$ cat src/hw/rtl/hav_pkg.sv
// ----------------------------------------------------------------------------
// hav_pkg
// Shared types and constants of the hashed access vector table.
// ----------------------------------------------------------------------------
package hav_pkg;

  localparam int KEY_W      = 64;
  localparam int VEC_W      = 64;
  localparam int ORDER_W    = 5;
  localparam int BITPOS_W   = 6;
  localparam int SLOT_OUT_W = 9;

  typedef enum logic [1:0] {
    KIND_PROBE,
    KIND_IGNORE,
    KIND_FULL
  } hav_kind_t;

  typedef struct packed {
    hav_kind_t             kind;
    logic                  mode;
    logic [KEY_W-1:0]      key;
    logic [BITPOS_W-1:0]   bitpos;
  } hav_cmd_t;

endpackage

$ cat src/hw/rtl/hav_front.sv
// ----------------------------------------------------------------------------
// hav_front
// Accepts access transactions, classifies them and hashes the key to its
// starting slot.
// ----------------------------------------------------------------------------
module hav_front import hav_pkg::*; #(
  parameter int TABLE_ENTRIES = 512,
  parameter int TASK_SLOTS    = 32
) (
  input  logic                             clk,
  input  logic                             rst_n,
  input  logic                             cfg_we,
  input  logic                             cfg_wdata,
  input  logic                             in_valid,
  output logic                             in_ready,
  input  logic                             in_mode,
  input  logic [KEY_W-1:0]                 in_key,
  input  logic [ORDER_W-1:0]               in_task_order,
  output logic                             push,
  input  logic                             fifo_full,
  output hav_cmd_t                         cmd,
  output logic [$clog2(TABLE_ENTRIES)-1:0] start
);

  localparam int IDX_W = $clog2(TABLE_ENTRIES);
  localparam int RW    = IDX_W + 4;
  localparam bit POW2  = ((1 << IDX_W) == TABLE_ENTRIES);
  localparam logic [9:0] TS = 10'(TASK_SLOTS);
  localparam logic [RW-1:0] NE = RW'(TABLE_ENTRIES);

  typedef enum logic [1:0] {
    F_IDLE,
    F_HASH,
    F_MOD,
    F_PUSH
  } state_t;

  state_t           state_r, state_nxt;
  logic [1:0]       step_r, step_nxt;
  logic [3:0]       nib_r, nib_nxt;
  logic [KEY_W-1:0] k_r, k_nxt;
  logic [IDX_W-1:0] rem_r, rem_nxt;
  logic [IDX_W-1:0] start_r, start_nxt;
  hav_cmd_t         cmd_r, cmd_nxt;
  logic             mon_r, mon_nxt;
  logic [KEY_W-1:0] t;
  logic [KEY_W-1:0] hash_step;
  logic [RW-1:0]    red;
  logic [9:0]       ord;
  logic             accept;

  assign in_ready = (state_r == F_IDLE) || ((state_r == F_PUSH) && !fifo_full);
  assign accept   = in_valid && in_ready;
  assign push     = (state_r == F_PUSH);
  assign cmd      = cmd_r;
  assign start    = start_r;

  always_comb begin
    t = k_r;
    hash_step = k_r;
    case (step_r)
      2'd0: begin
        hash_step = (~k_r) + (k_r << 21);
      end
      2'd1: begin
        t = k_r ^ (k_r >> 24);
        hash_step = t + (t << 3) + (t << 8);
      end
      2'd2: begin
        t = k_r ^ (k_r >> 14);
        hash_step = t + (t << 2) + (t << 4);
      end
      default: begin
        t = k_r ^ (k_r >> 28);
        hash_step = t + (t << 31);
      end
    endcase
  end

  always_comb begin
    red = {rem_r, k_r[KEY_W-1 -: 4]};
    for (int j = 3; j >= 0; j--) begin
      if (red >= (NE << j)) begin
        red = red - (NE << j);
      end
    end
  end

  always_comb begin
    ord = 10'(in_task_order);
    for (int j = 4; j >= 0; j--) begin
      if (ord >= (TS << j)) begin
        ord = ord - (TS << j);
      end
    end
  end

  always_comb begin
    state_nxt = state_r;
    step_nxt  = step_r;
    nib_nxt   = nib_r;
    k_nxt     = k_r;
    rem_nxt   = rem_r;
    start_nxt = start_r;
    cmd_nxt   = cmd_r;
    mon_nxt   = cfg_we ? cfg_wdata : mon_r;
    unique case (state_r)
      F_IDLE: begin
        state_nxt = F_IDLE;
      end
      F_HASH: begin
        k_nxt    = hash_step;
        step_nxt = step_r + 2'd1;
        if (step_r == 2'd3) begin
          if (POW2) begin
            start_nxt = hash_step[IDX_W-1:0];
            state_nxt = F_PUSH;
          end else begin
            rem_nxt   = '0;
            nib_nxt   = 4'd0;
            state_nxt = F_MOD;
          end
        end
      end
      F_MOD: begin
        k_nxt   = k_r << 4;
        rem_nxt = red[IDX_W-1:0];
        nib_nxt = nib_r + 4'd1;
        if (nib_r == 4'hF) begin
          start_nxt = red[IDX_W-1:0];
          state_nxt = F_PUSH;
        end
      end
      F_PUSH: begin
        if (!fifo_full) begin
          state_nxt = F_IDLE;
        end
      end
      default: begin
        state_nxt = F_IDLE;
      end
    endcase
    if (accept) begin
      k_nxt          = in_key;
      step_nxt       = 2'd0;
      cmd_nxt.mode   = in_mode;
      cmd_nxt.key    = in_key;
      cmd_nxt.bitpos = {ord[ORDER_W-1:0], in_mode};
      if (!mon_r) begin
        cmd_nxt.kind = KIND_IGNORE;
      end else if (in_key == '0) begin
        cmd_nxt.kind = KIND_FULL;
      end else begin
        cmd_nxt.kind = KIND_PROBE;
      end
      state_nxt = F_HASH;
    end
  end

  always_ff @(posedge clk) begin
    step_r  <= step_nxt;
    nib_r   <= nib_nxt;
    k_r     <= k_nxt;
    rem_r   <= rem_nxt;
    start_r <= start_nxt;
    cmd_r   <= cmd_nxt;
    if (!rst_n) begin
      state_r <= F_IDLE;
      mon_r   <= 1'b1;
    end else begin
      state_r <= state_nxt;
      mon_r   <= mon_nxt;
    end
  end

endmodule

$ cat config.mk
export PLATFORM = sky130hd
export DESIGN_NAME = hav_front
export DESIGN_NICKNAME = d
export VERILOG_FILES = /design/src/hw/rtl/hav_pkg.sv /design/src/hw/rtl/hav_front.sv
export SDC_FILE = /design/constraint.sdc
export NUM_CORES = 1
export LEC_CHECK = 0
export BUFFER_PORTS_ARGS = -buffer_cell sky130_fd_sc_hd__buf_2
export CAP_MARGIN = 10
export CORE_ASPECT_RATIO = 1.25
export CORE_MARGIN = 4
export CORE_UTILIZATION = 40
export DETAILED_ROUTE_END_ITERATION = 10
export GPL_TIMING_DRIVEN = 0
export PLACE_DENSITY = 0.65
export SETUP_SLACK_MARGIN = 0.15
export SYNTH_ARGS = -nofsm -noshare
export SYNTH_HDL_FRONTEND = slang
export SYNTH_SLANG_ARGS = --single-unit
$ cat constraint.sdc
create_clock -name clk -period 8.5 [get_ports clk]
set_input_delay 0.85 -clock clk [delete_from_list [all_inputs] [get_ports clk]]
set_output_delay 0.85 -clock clk [all_outputs]
set_load 0.05 [all_outputs]
==> flow_metrics.tcl <==
set metrics [dict create \
    status "finished clean" \
    wirelength_um 126000 \
    antenna_found_initial 6 \
    vias 25800 \
    final_nets 3528 \
    end_kind "register" \
    fin_worst_skew_ns 0.0113 \
    setup_viol 0 \
    worstSetupPathDepth 16 \
    vias_per_cell 6.60 \
    syn_nets 3343 \
    grt-ovfl-total 0 \
    io_pins 160 \
    ys_types 93 \
    ys_seq_elements 159 \
    synth_top_family_by_area "compound AO/OA/AOI/OAI gates" \
    worstHoldPathCells 0 \
    min_period_ns 6.51 \
    synth_area_per_cell_um2 8.14 \
    path_buf_inv 2 \
    worst_pin_slew_ns 1.43 \
    synthCells 2942 \
    path_common_cell "xor2_1" \
    clk_pin_slew_ns 0.08 \
    synth_ff_type "edfxtp_1" \
    dieArea_um2 63800 \
    fin_crit_sh_pct 76.6 \
    netlist_area_um2 23900 \
    final_common_cell "a21oi_1" \
    drtPass1Iterations 8 \
    start_util_pct 40.3 \
    critPathMaxFanout 8 \
    clkSinkCount 159 \
    critical_path.cell_chain "clkbuf_1, xor2_1, xor2_1, ha_1, ha_1, clkbuf_1, nand2_1, o21ai_0, nand2b_1, a31oi_1, a2111oi_1, nor2_1, xor2_1, o221ai_1, a21oi_1, o21ai_0" \
    tns_ns 0 \
    ctsLongestPathBuffers 2 \
    drtIter0Drc 3388 \
    area_delta_synth_final_pct 10.3 \
    cp.arrival_ns 6.73 \
    finalMaxSlewViolations 0 \
    path_delay_family "compound AO/OA/AOI/OAI gates" \
    rsz0062_at_grt "false" \
    fmaxAchievable_mhz 153 \
    fp-row-count 100 \
    finalHoldViolCount 0 \
    holdBufCountCts 0 \
    crit_slowest_cell "a2111oi_1" \
    max_stage_delay_ns 1.18 \
    synth_adder_area_share_pct 18.4 \
    cts_tree "built" \
    grt_use_total_pct 38.0 \
    synth_warnings 0 \
    r2r_slack_ns 1.99 \
    cts_inserted_buffers 17 \
    drc 0 \
    worst_r2r_path_depth 16 \
    io_buffers 159 \
    hp-class "register to register" \
    crit_required_ns 8.72 \
    slew-limit-headroom_pct 4.88 \
    cts_setup_buffers 0 \
    grt_max_degree 58 \
    grt_pass1_vias 24500 \
    core-area_um2 59400 \
    worst_setup_path_start_kind "register" \
    ant_nets 0 \
    post_cts_resized 0 \
    synthSimpleGateAreaFrac_pct 14.3 \
    wl_per_cell_um 32.2 \
    grt_pass1_wl_um 175000 \
    die_w_um 227 \
    drv_cap 0 \
    cts_root_buffer "clkbuf_16" \
    synth-seq-area-share_pct 19.7 \
    insertion_delay_ns 0.46 \
    fp.dieH_um 282 \
    synth-compound-area-share_pct 28.2 \
    drive_above_1_share_pct 7.77 \
    gp_congestion 1.08 \
    final_cell_mix "285 x a21oi_1, 281 x ha_1, 248 x xor2_1, 237 x nand2_1, 190 x nor2_1" \
    path_class "register to register" \
    async_flop_share_pct 0 \
    synthMuxAreaShare_pct 0.852 \
    synth_enable_flop_cells 154 \
    htreeDepth 4 \
    hpwl_um 100000 \
    yosys.area_share.xor_xnor_pct 13.3 \
]
[per-layer routing]
metal  wire length (um)  track usage (%)  vias up
met1              46900             46.5    12300
met2              52300             56.7     1613
met4              13200             30.8        8
met5                 49                0        -
met3              13300             9.16      551
li1                   -                -    11300
[stage by stage]
stage	worst slack (ns)	area, um^2	hold WS (ns)	utilization (%)	std cells
floorplan	3.55	23900	0.424	-	2942
global route	1.94	26400	0.476	44.4	3905
CTS	2.23	26400	0.457	44.4	3904
detailed placement	2.27	25800	0.438	43.4	3872
finish	1.99	26400	0.460	44.4	3906
global placement	2.09	25700	0.431	43.2	3866
[layout make-up]
type                       count  area, um^2
timing repair buffer         166         911
sequential                   159        4720
tap                          765         957
multi-input combinational   2456       18000
antenna                        1        2.50
clock inverter                15         173
inverter                     149         559
buffer                       178         691
fill                        6173       33000
clock buffer                  17         425
[cells by family after synthesis]
group,Yosys count
AO/OA/AOI/OAI,1020
AND/OR/NAND/NOR,728
XOR/XNOR,363
buffers and inverters,327
adder cells (fa/ha/maj),325
flip-flops,159
multiplexers,20
[path summary, 6_finish.rpt]
kind / startpoint / to
worst max-delay path: k_r[36] / k_r[41]
worst min-delay path: k_r[63] / rem_r[3]
worst max register to register: k_r[36] / k_r[41]
worst min register to register: k_r[63] / rem_r[3]
[cell usage after synthesis, types with 28 or more instances]
library cell	instances	share of area [%]
a211oi_1	40	1.3
a21o_1	150	4.7
a21oi_1	285	6.0
a221oi_1	32	1.2
a31oi_1	45	1.2
clkbuf_1	158	2.5
edfxtp_1	154	19
fa_1	44	3.7
ha_1	281	15
inv_1	144	2.3
nand2_1	237	3.7
nand3_1	51	1.1
nand4_1	60	1.6
nor2_1	190	3.0
nor3_1	50	1.0
o211ai_1	31	0.97
o21a_1	28	0.88
o21ai_0	165	3.4
o21bai_1	46	1.4
xnor2_1	114	4.2
xor2_1	248	9.1
[registers in the layout, summed over array words and instances (netlist names)]
register,flops
cmd,72
k_r,64
mon_r,1
nib_r,4
rem_r,5
start,9
state_r,2
step_r,2
Power is left out: the tool's default activity adds up to more than one toggle a clock period on the data nets, which glitch-free logic cannot reach.
