===== src/hw/rtl/hav_fifo.sv =====
// ----------------------------------------------------------------------------
// hav_fifo
// Two-entry queue between the hashing front and the probing back.
// ----------------------------------------------------------------------------
module hav_fifo #(
  parameter int WIDTH = 80
) (
  input  logic             clk,
  input  logic             rst_n,
  input  logic             push,
  input  logic [WIDTH-1:0] wdata,
  output logic             full,
  input  logic             pop,
  output logic             valid,
  output logic [WIDTH-1:0] rdata
);

  logic [WIDTH-1:0] mem_r [2];
  logic             wp_r, wp_nxt;
  logic             rp_r, rp_nxt;
  logic [1:0]       cnt_r, cnt_nxt;
  logic             do_push, do_pop;

  assign full    = (cnt_r == 2'd2);
  assign valid   = (cnt_r != 2'd0);
  assign rdata   = mem_r[rp_r];
  assign do_push = push && !full;
  assign do_pop  = pop && valid;

  always_comb begin
    wp_nxt  = do_push ? ~wp_r : wp_r;
    rp_nxt  = do_pop ? ~rp_r : rp_r;
    cnt_nxt = cnt_r;
    if (do_push && !do_pop) begin
      cnt_nxt = cnt_r + 2'd1;
    end else if (do_pop && !do_push) begin
      cnt_nxt = cnt_r - 2'd1;
    end
  end

  always_ff @(posedge clk) begin
    if (do_push) begin
      mem_r[wp_r] <= wdata;
    end
    if (!rst_n) begin
      wp_r  <= 1'b0;
      rp_r  <= 1'b0;
      cnt_r <= 2'd0;
    end else begin
      wp_r  <= wp_nxt;
      rp_r  <= rp_nxt;
      cnt_r <= cnt_nxt;
    end
  end

endmodule


===== config.mk =====
export PLATFORM = sky130hd
export DESIGN_NAME = hav_fifo
export DESIGN_NICKNAME = d
export VERILOG_FILES = /design/src/hw/rtl/hav_fifo.sv
export SDC_FILE = /design/constraint.sdc
export NUM_CORES = 1
export LEC_CHECK = 0
export ABC_AREA = 0
export ABC_CLOCK_PERIOD_IN_PS = 10900
export CAP_MARGIN = 20
export CORE_ASPECT_RATIO = 0.5
export CORE_MARGIN = 2
export CORE_UTILIZATION = 35
export DETAILED_ROUTE_END_ITERATION = 7
export DONT_BUFFER_PORTS = 1
export PLACE_DENSITY = 0.55
export SETUP_SLACK_MARGIN = 0.2
export SYNTH_ARGS = -nofsm -noshare
export SYNTH_HDL_FRONTEND = slang
export SYNTH_SLANG_ARGS = --single-unit

===== constraint.sdc =====
create_clock -name clk -period 10.9 [get_ports clk]
set_input_delay 0.545 -clock clk [delete_from_list [all_inputs] [get_ports clk]]
set_output_delay 0.545 -clock clk [all_outputs]
set_load 0.02 [all_outputs]

==> reports/qor.log, run 1 <==
qor: run_status.run_status completed
qor: clock_tree.cts_setup_buffers 0
qor: detailed_routing.average_detailed_routed_wire_length_per_instance 20.2 µm
qor: yosys.synth_flop_cell edfxtp_1
qor: finish.fillCellCount 1425
qor: clock_tree.htreeDepth 4
qor: pwr.power.sequential.fraction 44.7%
qor: yosys.xor_and_xnor_area_share_after_synthesis 0.435%
qor: placement.post_detail_place_hpwl 6.60 mm
qor: global_route.grtUsageTotal 11.9%
qor: finish.final_core_util 41.8%
qor: detailed_routing.drtIter0Drc 112
qor: placement.gp_routability_congestion 0.660
qor: global_route.grt_remaining_overflow 0
qor: clock_tree.buffer_depth_of_the_longest_clock_path 2
qor: die.die_w 190 µm
qor: pwr.power.total 1.85 mW
qor: global_route.pin_count_of_the_biggest_net_entering_global_routing 82
qor: clock_tree.cell_chosen_for_the_clock_root clkbuf_16
qor: pwr.p_int 1.31 mW
qor: timing.final_critical_path_setup_slack 8.59 ns
qor: placement.port_buffers 0
qor: yosys.fraction_of_synthesized_area_in_multiplexers 14.9%
qor: pwr.maximum_vdd_drop 0.133 mV
qor: setup_path.data_required_time_at_the_worst_endpoint 10.36 ns
qor: setup_path.crit_arrival 1.76 ns
qor: clock_tree.clock_latency 0.41 ns
qor: pwr.power-per-cell-area 265 nW/µm²
qor: finish.finalNetCount 373
qor: die.placement_rows 33
qor: setup_path.timing.critical_path.fanout_max 69
qor: yosys.yosys.area_share.adder 0.207%
qor: die.top_level_ports 166
qor: setup_path.r2r_start cnt_r[0]
qor: finish.antenna_cells 0
qor: detailed_routing.postRouteAntennaNets 0
qor: timing.number_of_setup_violations_in_the_final_report 0
qor: yosys.yosysWarningCount 0
qor: die.die-area 18400 µm²
qor: clock_tree.clock_sink_count 165
qor: yosys.main_combinational_cell_family_by_area_after_synthesis multiplexers
qor: yosys.synth-compound-area-share 0.539%
qor: yosys.synth.cell_area 6040 µm²
qor: timing.setup_tns_final 0 ns
qor: detailed_routing.routed_wl 10.6 mm
qor: detailed_routing.vias_per_inst 4.66
qor: yosys.asyncSetResetFlopFracSynth 0%
qor: die.fp.dieH 96.9 µm
qor: yosys.postSynthCellCount 274
qor: clock_tree.cts.hold.buffers_added 0
qor: run.maxCapViolations 0
qor: clock_tree.tritoncts built
qor: global_route.antenna_found_initial 0
qor: yosys.synth-seq-area-share 81.2%
qor: detailed_routing.detail_route.drc_violations 0
qor: pwr.combinationalPowerShare 20.6%
qor: clock_tree.cts_resized 0
qor: die.start_util 36.3%
qor: global_route.wire_length_of_the_first_global_routing_pass 15.8 mm
qor: timing.grt_setup_unrepaired false
qor: timing.hold_violations 0
qor: timing.post-route-min-period 2.31 ns
qor: timing.layout_worst_path_cycle_share 21.2%
qor: finish.stdcell_area 6960 µm²
qor: yosys.synth_seq_cells 165
qor: timing.timing.fmax 433 MHz
qor: finish.area_delta_synth_final 15.3%
qor: detailed_routing.total_via_count_in_the_routed_design 2449
qor: hold_path.holdCritStartpoint wdata[47]
qor: die.core_area 16600 µm²
qor: yosys.syn_avg_cell_area 22.0 µm²
qor: pwr.clockPowerShare 34.7%
qor: timing.max_slew.worst_pin.slew 0.467 ns
qor: pwr.switching_power 536 µW
qor: hold_path.min_path_type in2reg
qor: timing.timing.final.max_slew_violations 0
qor: timing.relSlewSlack 68.9%
qor: yosys.unique_cell_type_count_in_the_yosys_netlist 22
qor: timing.clock-skew-final 0.00887 ns
qor: clock_tree.clkSlewWorstSetupHoldPaths 0.07 ns
qor: pwr.power_leakage 2.26 nW
qor: clock_tree.cts_inserted_buffers 17
qor: setup_path.cp-end-kind output pin
qor: yosys.synth-simple-area-share 0.953%
qor: finish.register_area 4910 µm²
qor: global_route.grt_pass1_vias 2609
qor: yosys.syn-num-nets 359
qor: detailed_routing.detailedRoute.firstPassIterationCount 4
qor: finish.post_route_cells_drive_above_1_share 12.8%
qor: placement.dpl-instance-area 6250 µm²
qor: setup_path.crit_start_category register
qor: yosys.synth-edff-count 160
qor: placement.dp_slack 8.70 ns
qor: finish.multi_input_area 1040 µm²
qor: pwr.netSwitchingFraction 29.0%
qor: setup_path.worstSetupPathType reg2out
[metal layers]
layer / track usage (%) / vias to the layer above / share of wire [%]
li1: - / 1105 / -
met1: 11.0 / 1267 / 33
met2: 22.4 / 63 / 57
met3: 5.59 / 14 / 7.5
met4: 4.77 / 0 / 1.5
met5: 0 / - / 0
[cell type report]
| class | instances | area share, % |
|---|---|---|
| Timing Repair Buffer | 4 | 1.29 |
| Multi-Input combinational cell | 98 | 15.0 |
| Inverter | 2 | 0.108 |
| Tap cell | 227 | 4.08 |
| Clock buffer | 17 | 6.11 |
| Clock inverter | 12 | 2.95 |
| Sequential cell | 165 | 70.5 |
[synthesized netlist by cell type (all sizes together), types with 2 or more instances]
library cell  instances  area [µm²]
dfxtp                 5         100
mux2                 80         901
and2                  3        18.8
o21ai                 2        10.0
edfxtp              160        4800
xnor2                 2        17.5
buf                   9        95.1
inv                   2        7.50
a21boi                2        15.0
[layout by cell type, fill, tap and decap left out, types with 2 or more instances in the layout]
cell / instances
mux2_1: 80
edfxtp_1: 160
xnor2_1: 2
clkinv_4: 2
dfxtp_1: 4
buf_16: 3
and2_1: 3
bufinv_16: 5
inv_6: 2
clkinvlp_4: 2
clkbuf_16: 17
[state kept, by name (all words and copies together) (netlist names), named ones only]
signal,flops
cnt_r,2
mem_r,160
rp_r,1
wp_r,1
[cells by family after synthesis]
| family | Yosys count |
|---|---|
| adder cells (fa/ha/maj) | 1 |
| flip-flops | 165 |
| AND/OR/NAND/NOR | 9 |
| multiplexers | 80 |
| buffers and inverters | 11 |
| XOR/XNOR | 3 |
| AO/OA/AOI/OAI | 5 |
[power by group through the flow]
stage	Sequential, mW	Combinational, mW	Clock [mW]
6_report	0.826	0.380	0.640
5_1_grt	0.834	0.404	0.680
4_1_cts	0.866	0.337	0.656
3_5_place_dp	0.880	0.335	0
3_3_place_gp	0.870	0.327	0
2_1_floorplan	0.831	0.337	0
[critical path, cell delays in order (launching register included)]
cell	delay, ns
dfxtp_4	0.47
buf_16	0.32
mux2_1	0.48
[final timing paths]
check / slack (ns) / cells past startpoint / end
worst min register to register: 0.56 / 2 / cnt_r[1]
worst max-delay path: 8.59 / 2 / rdata[53]
worst max register to register: 9.04 / 5 / mem_r[0][53]
worst min-delay path: 0.22 / 0 / mem_r[0][47]
[stage by stage]
| stage | hold slack, ns | std cells |
|---|---|---|
| after floorplan | 0.479 | 274 |
| after CTS | 0.200 | 522 |
| after detailed placement | 0.549 | 493 |
| final | 0.224 | 525 |
| after global placement | 0.488 | 493 |
| after global routing | 0.190 | 525 |
No activity file was read; power rests on OpenSTA's default activity.
==> inputs of run 2 (changes only) <==
ABC_AREA = 1   (was 0)
ABC_CLOCK_PERIOD_IN_PS = 2100   (was 10900)
PLACE_DENSITY = 0.57   (was 0.55)
clock period = 2.1 ns   (was 10.9 ns; I/O delays follow)
==> run 2 against run 1 <==
Via count up 16%. Worst setup slack got worse by 8.1 ns. Clock skew increased by 0.0018 ns. Sequential share of layout area fell by 9.5 points. Cell area is 16% higher. Clock power grew to 4.8 times the previous value. First-iteration DRC count is 42% higher.
==> reports/qor.log, run 2 <==
qor: setup_path.reg2reg_setup_slack 0.55 ns [-8.49 ns]
qor: timing.hold_violations 0 [unchanged]
qor: yosys.syn_avg_cell_area 22.5 µm² [+1.9%]
qor: yosys.synth-seq-area-share 76.4% [-4.9 points]
qor: setup_path.data_required_time_at_the_worst_endpoint 2.00 ns [-8.36 ns]
qor: detailed_routing.met3_length 457 µm [-42%]
qor: detailed_routing.route.layer.met1.wl 4.16 mm [+17%]
qor: finish.finalNetCount 469 [+26%]
qor: pwr.power-per-cell-area 1220 nW/µm² [+360%]
qor: yosys.post_synth_main_area_contributors edfxtp_1 75%, mux2_4 19%, buf_12 2.5%
qor: die.top_level_ports 166 [unchanged]
qor: hold_path.min_path_type in2reg
qor: yosys.synthDominantCellAreaShare 74.8% [-4.8 points]
qor: detailed_routing.postRouteAntennaNets 0 [unchanged]
qor: pwr.power.total 9.80 mW [+430%]
qor: yosys.syn-num-nets 371 [+3.3%]
qor: detailed_routing.detail_route.drc_violations 0 [unchanged]
qor: setup_path.r2r_end mem_r[0][61]
qor: finish.final_common_cell edfxtp_1
qor: global_route.grt_remaining_overflow 0 [unchanged]
qor: die.start_util 36.4% [+0.098 points]
qor: detailed_routing.total_via_count_in_the_routed_design 2836 [+16%]
qor: placement.post_detail_place_hpwl 7.29 mm [+10%]
qor: yosys.synth_flop_cell edfxtp_1
qor: setup_path.r2r_start cnt_r[1]
qor: timing.clock-skew-final 0.0107 ns [+0.00178 ns]
qor: finish.mostFrequentLayoutCells 160 x edfxtp_1, 82 x dlygate4sd3_1, 80 x mux2_4
qor: setup_path.critical_path.endpoint rdata[58]
qor: clock_tree.cts_setup_buffers 0 [unchanged]
qor: die.fp.dieH 99.8 µm [+3.0%]
qor: detailed_routing.detailedRoute.firstPassIterationCount 4 [unchanged]
qor: placement.gp_routability_congestion 0.691 [+4.8%]
qor: finish.antenna_cells 0 [unchanged]
qor: clock_tree.htreeDepth 4 [unchanged]
qor: detailed_routing.detailroute.wirelength.met2 6.39 mm [+5.0%]
qor: die.core_area 17700 µm² [+6.1%]
qor: setup_path.crit_arrival 1.50 ns [-0.26 ns]
qor: global_route.grtUsageTotal 11.6% [-0.30 points]
qor: finish.number_of_flip_flops_in_the_largest_register 160 [unchanged]
qor: timing.setup_tns_final 0 ns [unchanged]
qor: clock_tree.cts_inserted_buffers 17 [unchanged]
qor: yosys.asyncSetResetFlopFracSynth 0% [unchanged]
qor: yosys.synth_most_common_cell edfxtp_1
qor: detailed_routing.drtIter0Drc 159 [+42%]
qor: pwr.power_leakage 2.87 nW [+27%]
qor: global_route.antenna_found_initial 0 [unchanged]
qor: setup_path.r2r.worst_path.cells 4 [-1]
qor: global_route.pin_count_of_the_biggest_net_entering_global_routing 45 [-45%]
qor: die.placement_rows 34 [+3.0%]
qor: clock_tree.clock_sink_count 165 [unchanged]
qor: clock_tree.tritoncts built
qor: yosys.synth_commonest_cells 160 x edfxtp_1, 80 x mux2_4, 9 x nor2_1
qor: yosys.synth-edff-count 160 [unchanged]
qor: timing.post-route-min-period 1.60 ns
qor: setup_path.worstSetupPathType reg2out
qor: timing.grt_setup_unrepaired false
qor: yosys.unique_cell_type_count_in_the_yosys_netlist 15 [-32%]
qor: timing.max_slew.worst_pin.slew 0.628 ns [+0.161 ns]
qor: placement.port_buffers 0 [unchanged]
qor: timing.timing.fmax 623 MHz
qor: setup_path.crit_start_category register
qor: yosys.postSynthCellCount 286 [+4.4%]
qor: die.die_w 196 µm [+3.1%]
qor: setup_path.timing.critical_path.fanout_max 44 [-36%]
qor: timing.relSlewSlack 58.1% [-11 points]
qor: yosys.yosysWarningCount 0 [unchanged]
qor: finish.area_delta_synth_final 25.5%
qor: run.maxCapViolations 0 [unchanged]
qor: global_route.grt_pass1_vias 2990 [+15%]
qor: yosys.synth.cell_area 6420 µm² [+6.4%]
qor: timing.layout_worst_path_cycle_share 76.4%
qor: finish.registers.top_by_ff_count mem_r
qor: die.die-area 19500 µm² [+6.2%]
qor: pwr.maximum_vdd_drop 0.854 mV [+540%]
qor: yosys.synth_seq_cells 165 [unchanged]
qor: timing.number_of_setup_violations_in_the_final_report 0 [unchanged]
qor: setup_path.cp-end-kind output pin
qor: clock_tree.cell_chosen_for_the_clock_root clkbuf_16
qor: clock_tree.buffer_depth_of_the_longest_clock_path 2 [unchanged]
qor: detailed_routing.routed_wl 11.1 mm [+4.9%]
qor: detailed_routing.average_detailed_routed_wire_length_per_instance 17.6 µm [-13%]
qor: detailed_routing.maxUsedRoutingLayer met4
qor: timing.timing.final.max_slew_violations 0 [unchanged]
qor: clock_tree.clkSlewWorstSetupHoldPaths 0.06 ns [about the same]
qor: detailed_routing.vias_per_inst 4.49 [-3.7%]
qor: yosys.yosysTopAreaCell edfxtp_1
qor: clock_tree.clock_latency 0.41 ns [about the same]
qor: finish.largest_registers mem_r (160), cnt_r (2)
qor: global_route.wire_length_of_the_first_global_routing_pass 16.6 mm [+4.8%]
qor: run_status.run_status completed
qor: finish.post_route_cells_drive_above_1_share 31.2% [+18 points]
[run 2: changes by cell type in the layout (fill, tap and decap cells not counted), moves of 3 or more]
| cell | change |
|---|---|
| buf_16 | -3 |
| mux2_4 | +80 |
| inv_6 | +3 |
| nand2_1 | +7 |
| dfxtp_1 | -3 |
| nor2_1 | +6 |
| dfxtp_2 | +3 |
| and2_1 | -3 |
| mux2_1 | -80 |
| inv_1 | +6 |
| buf_4 | +3 |
| bufinv_16 | -3 |
| dlygate4sd3_1 | +82 |
[run 2: logic make-up (layout without fill, tap and decap cells)]
kind of cell | after synthesis | after routing | share of synthesized area (%)
flip-flops | 165 | 165 | 76.4
buffers and inverters | 17 | 128 | 3.14
adder cells (fa/ha/maj) | 1 | 1 | 0.195
AO/OA/AOI/OAI | 5 | 5 | 0.487
AND/OR/NAND/NOR | 18 | 18 | 1.11
multiplexers | 80 | 80 | 18.7
[run 2: area by class of cell]
class	count	area [µm²]
fill	1482	9600
sequential	165	4910
multi-input combinational	104	1340
timing repair buffer	88	891
clock buffer	18	429
tap	234	293
clock inverter	14	164
inverter	8	30.0
[run 2: report_power, final]
part | switching, mW | internal, mW
logic | 1.45 | 0.970
clock network | 1.29 | 1.79
registers | 0.135 | 4.17
total | 2.87 | 6.93
[run 2: through the flow]
step	setup WS, ns	cell area (µm²)	instances	utilization [%]	hold slack [ns]
after floorplan	0.00939	6450	286	-	0.204
after global placement	0.639	6640	517	37.6	0.204
after detailed placement	0.568	6640	517	37.6	0.204
after CTS	0.465	8060	631	45.6	0.0338
after global routing	0.427	8060	631	45.6	0.0580
final	0.495	8060	631	45.6	0.0503
[run 2: worst min-delay path by stage]
stage / startpoint / endpoint / cells after the start
final: pop / register / 3
after global routing: pop / register / 4
after CTS: pop / register / 3
after detailed placement: wdata[26] / mem_r[1][26] / 0
after global placement: wdata[53] / mem_r[1][53] / 0
after floorplan: wdata[0] / mem_r[0][0] / 0
[run 2: per-layer routing]
metal | vias to the layer above | track usage, %
met1 | 1463 | 11.8
met4 | 0 | 4.23
met2 | 63 | 22.6
li1 | 1302 | -
met5 | - | 0
met3 | 8 | 3.49
[run 2: repair_timing]
action	CTS	global route
hold buffers	82	0
hold endpoints to repair	165	0
gates resized for setup	0	0
[run 2: worst max-delay path, stage by stage, from the launching register on]
cell	delay (ns)
dfxtp_4	0.37
buf_12	0.30
mux2_4	0.38
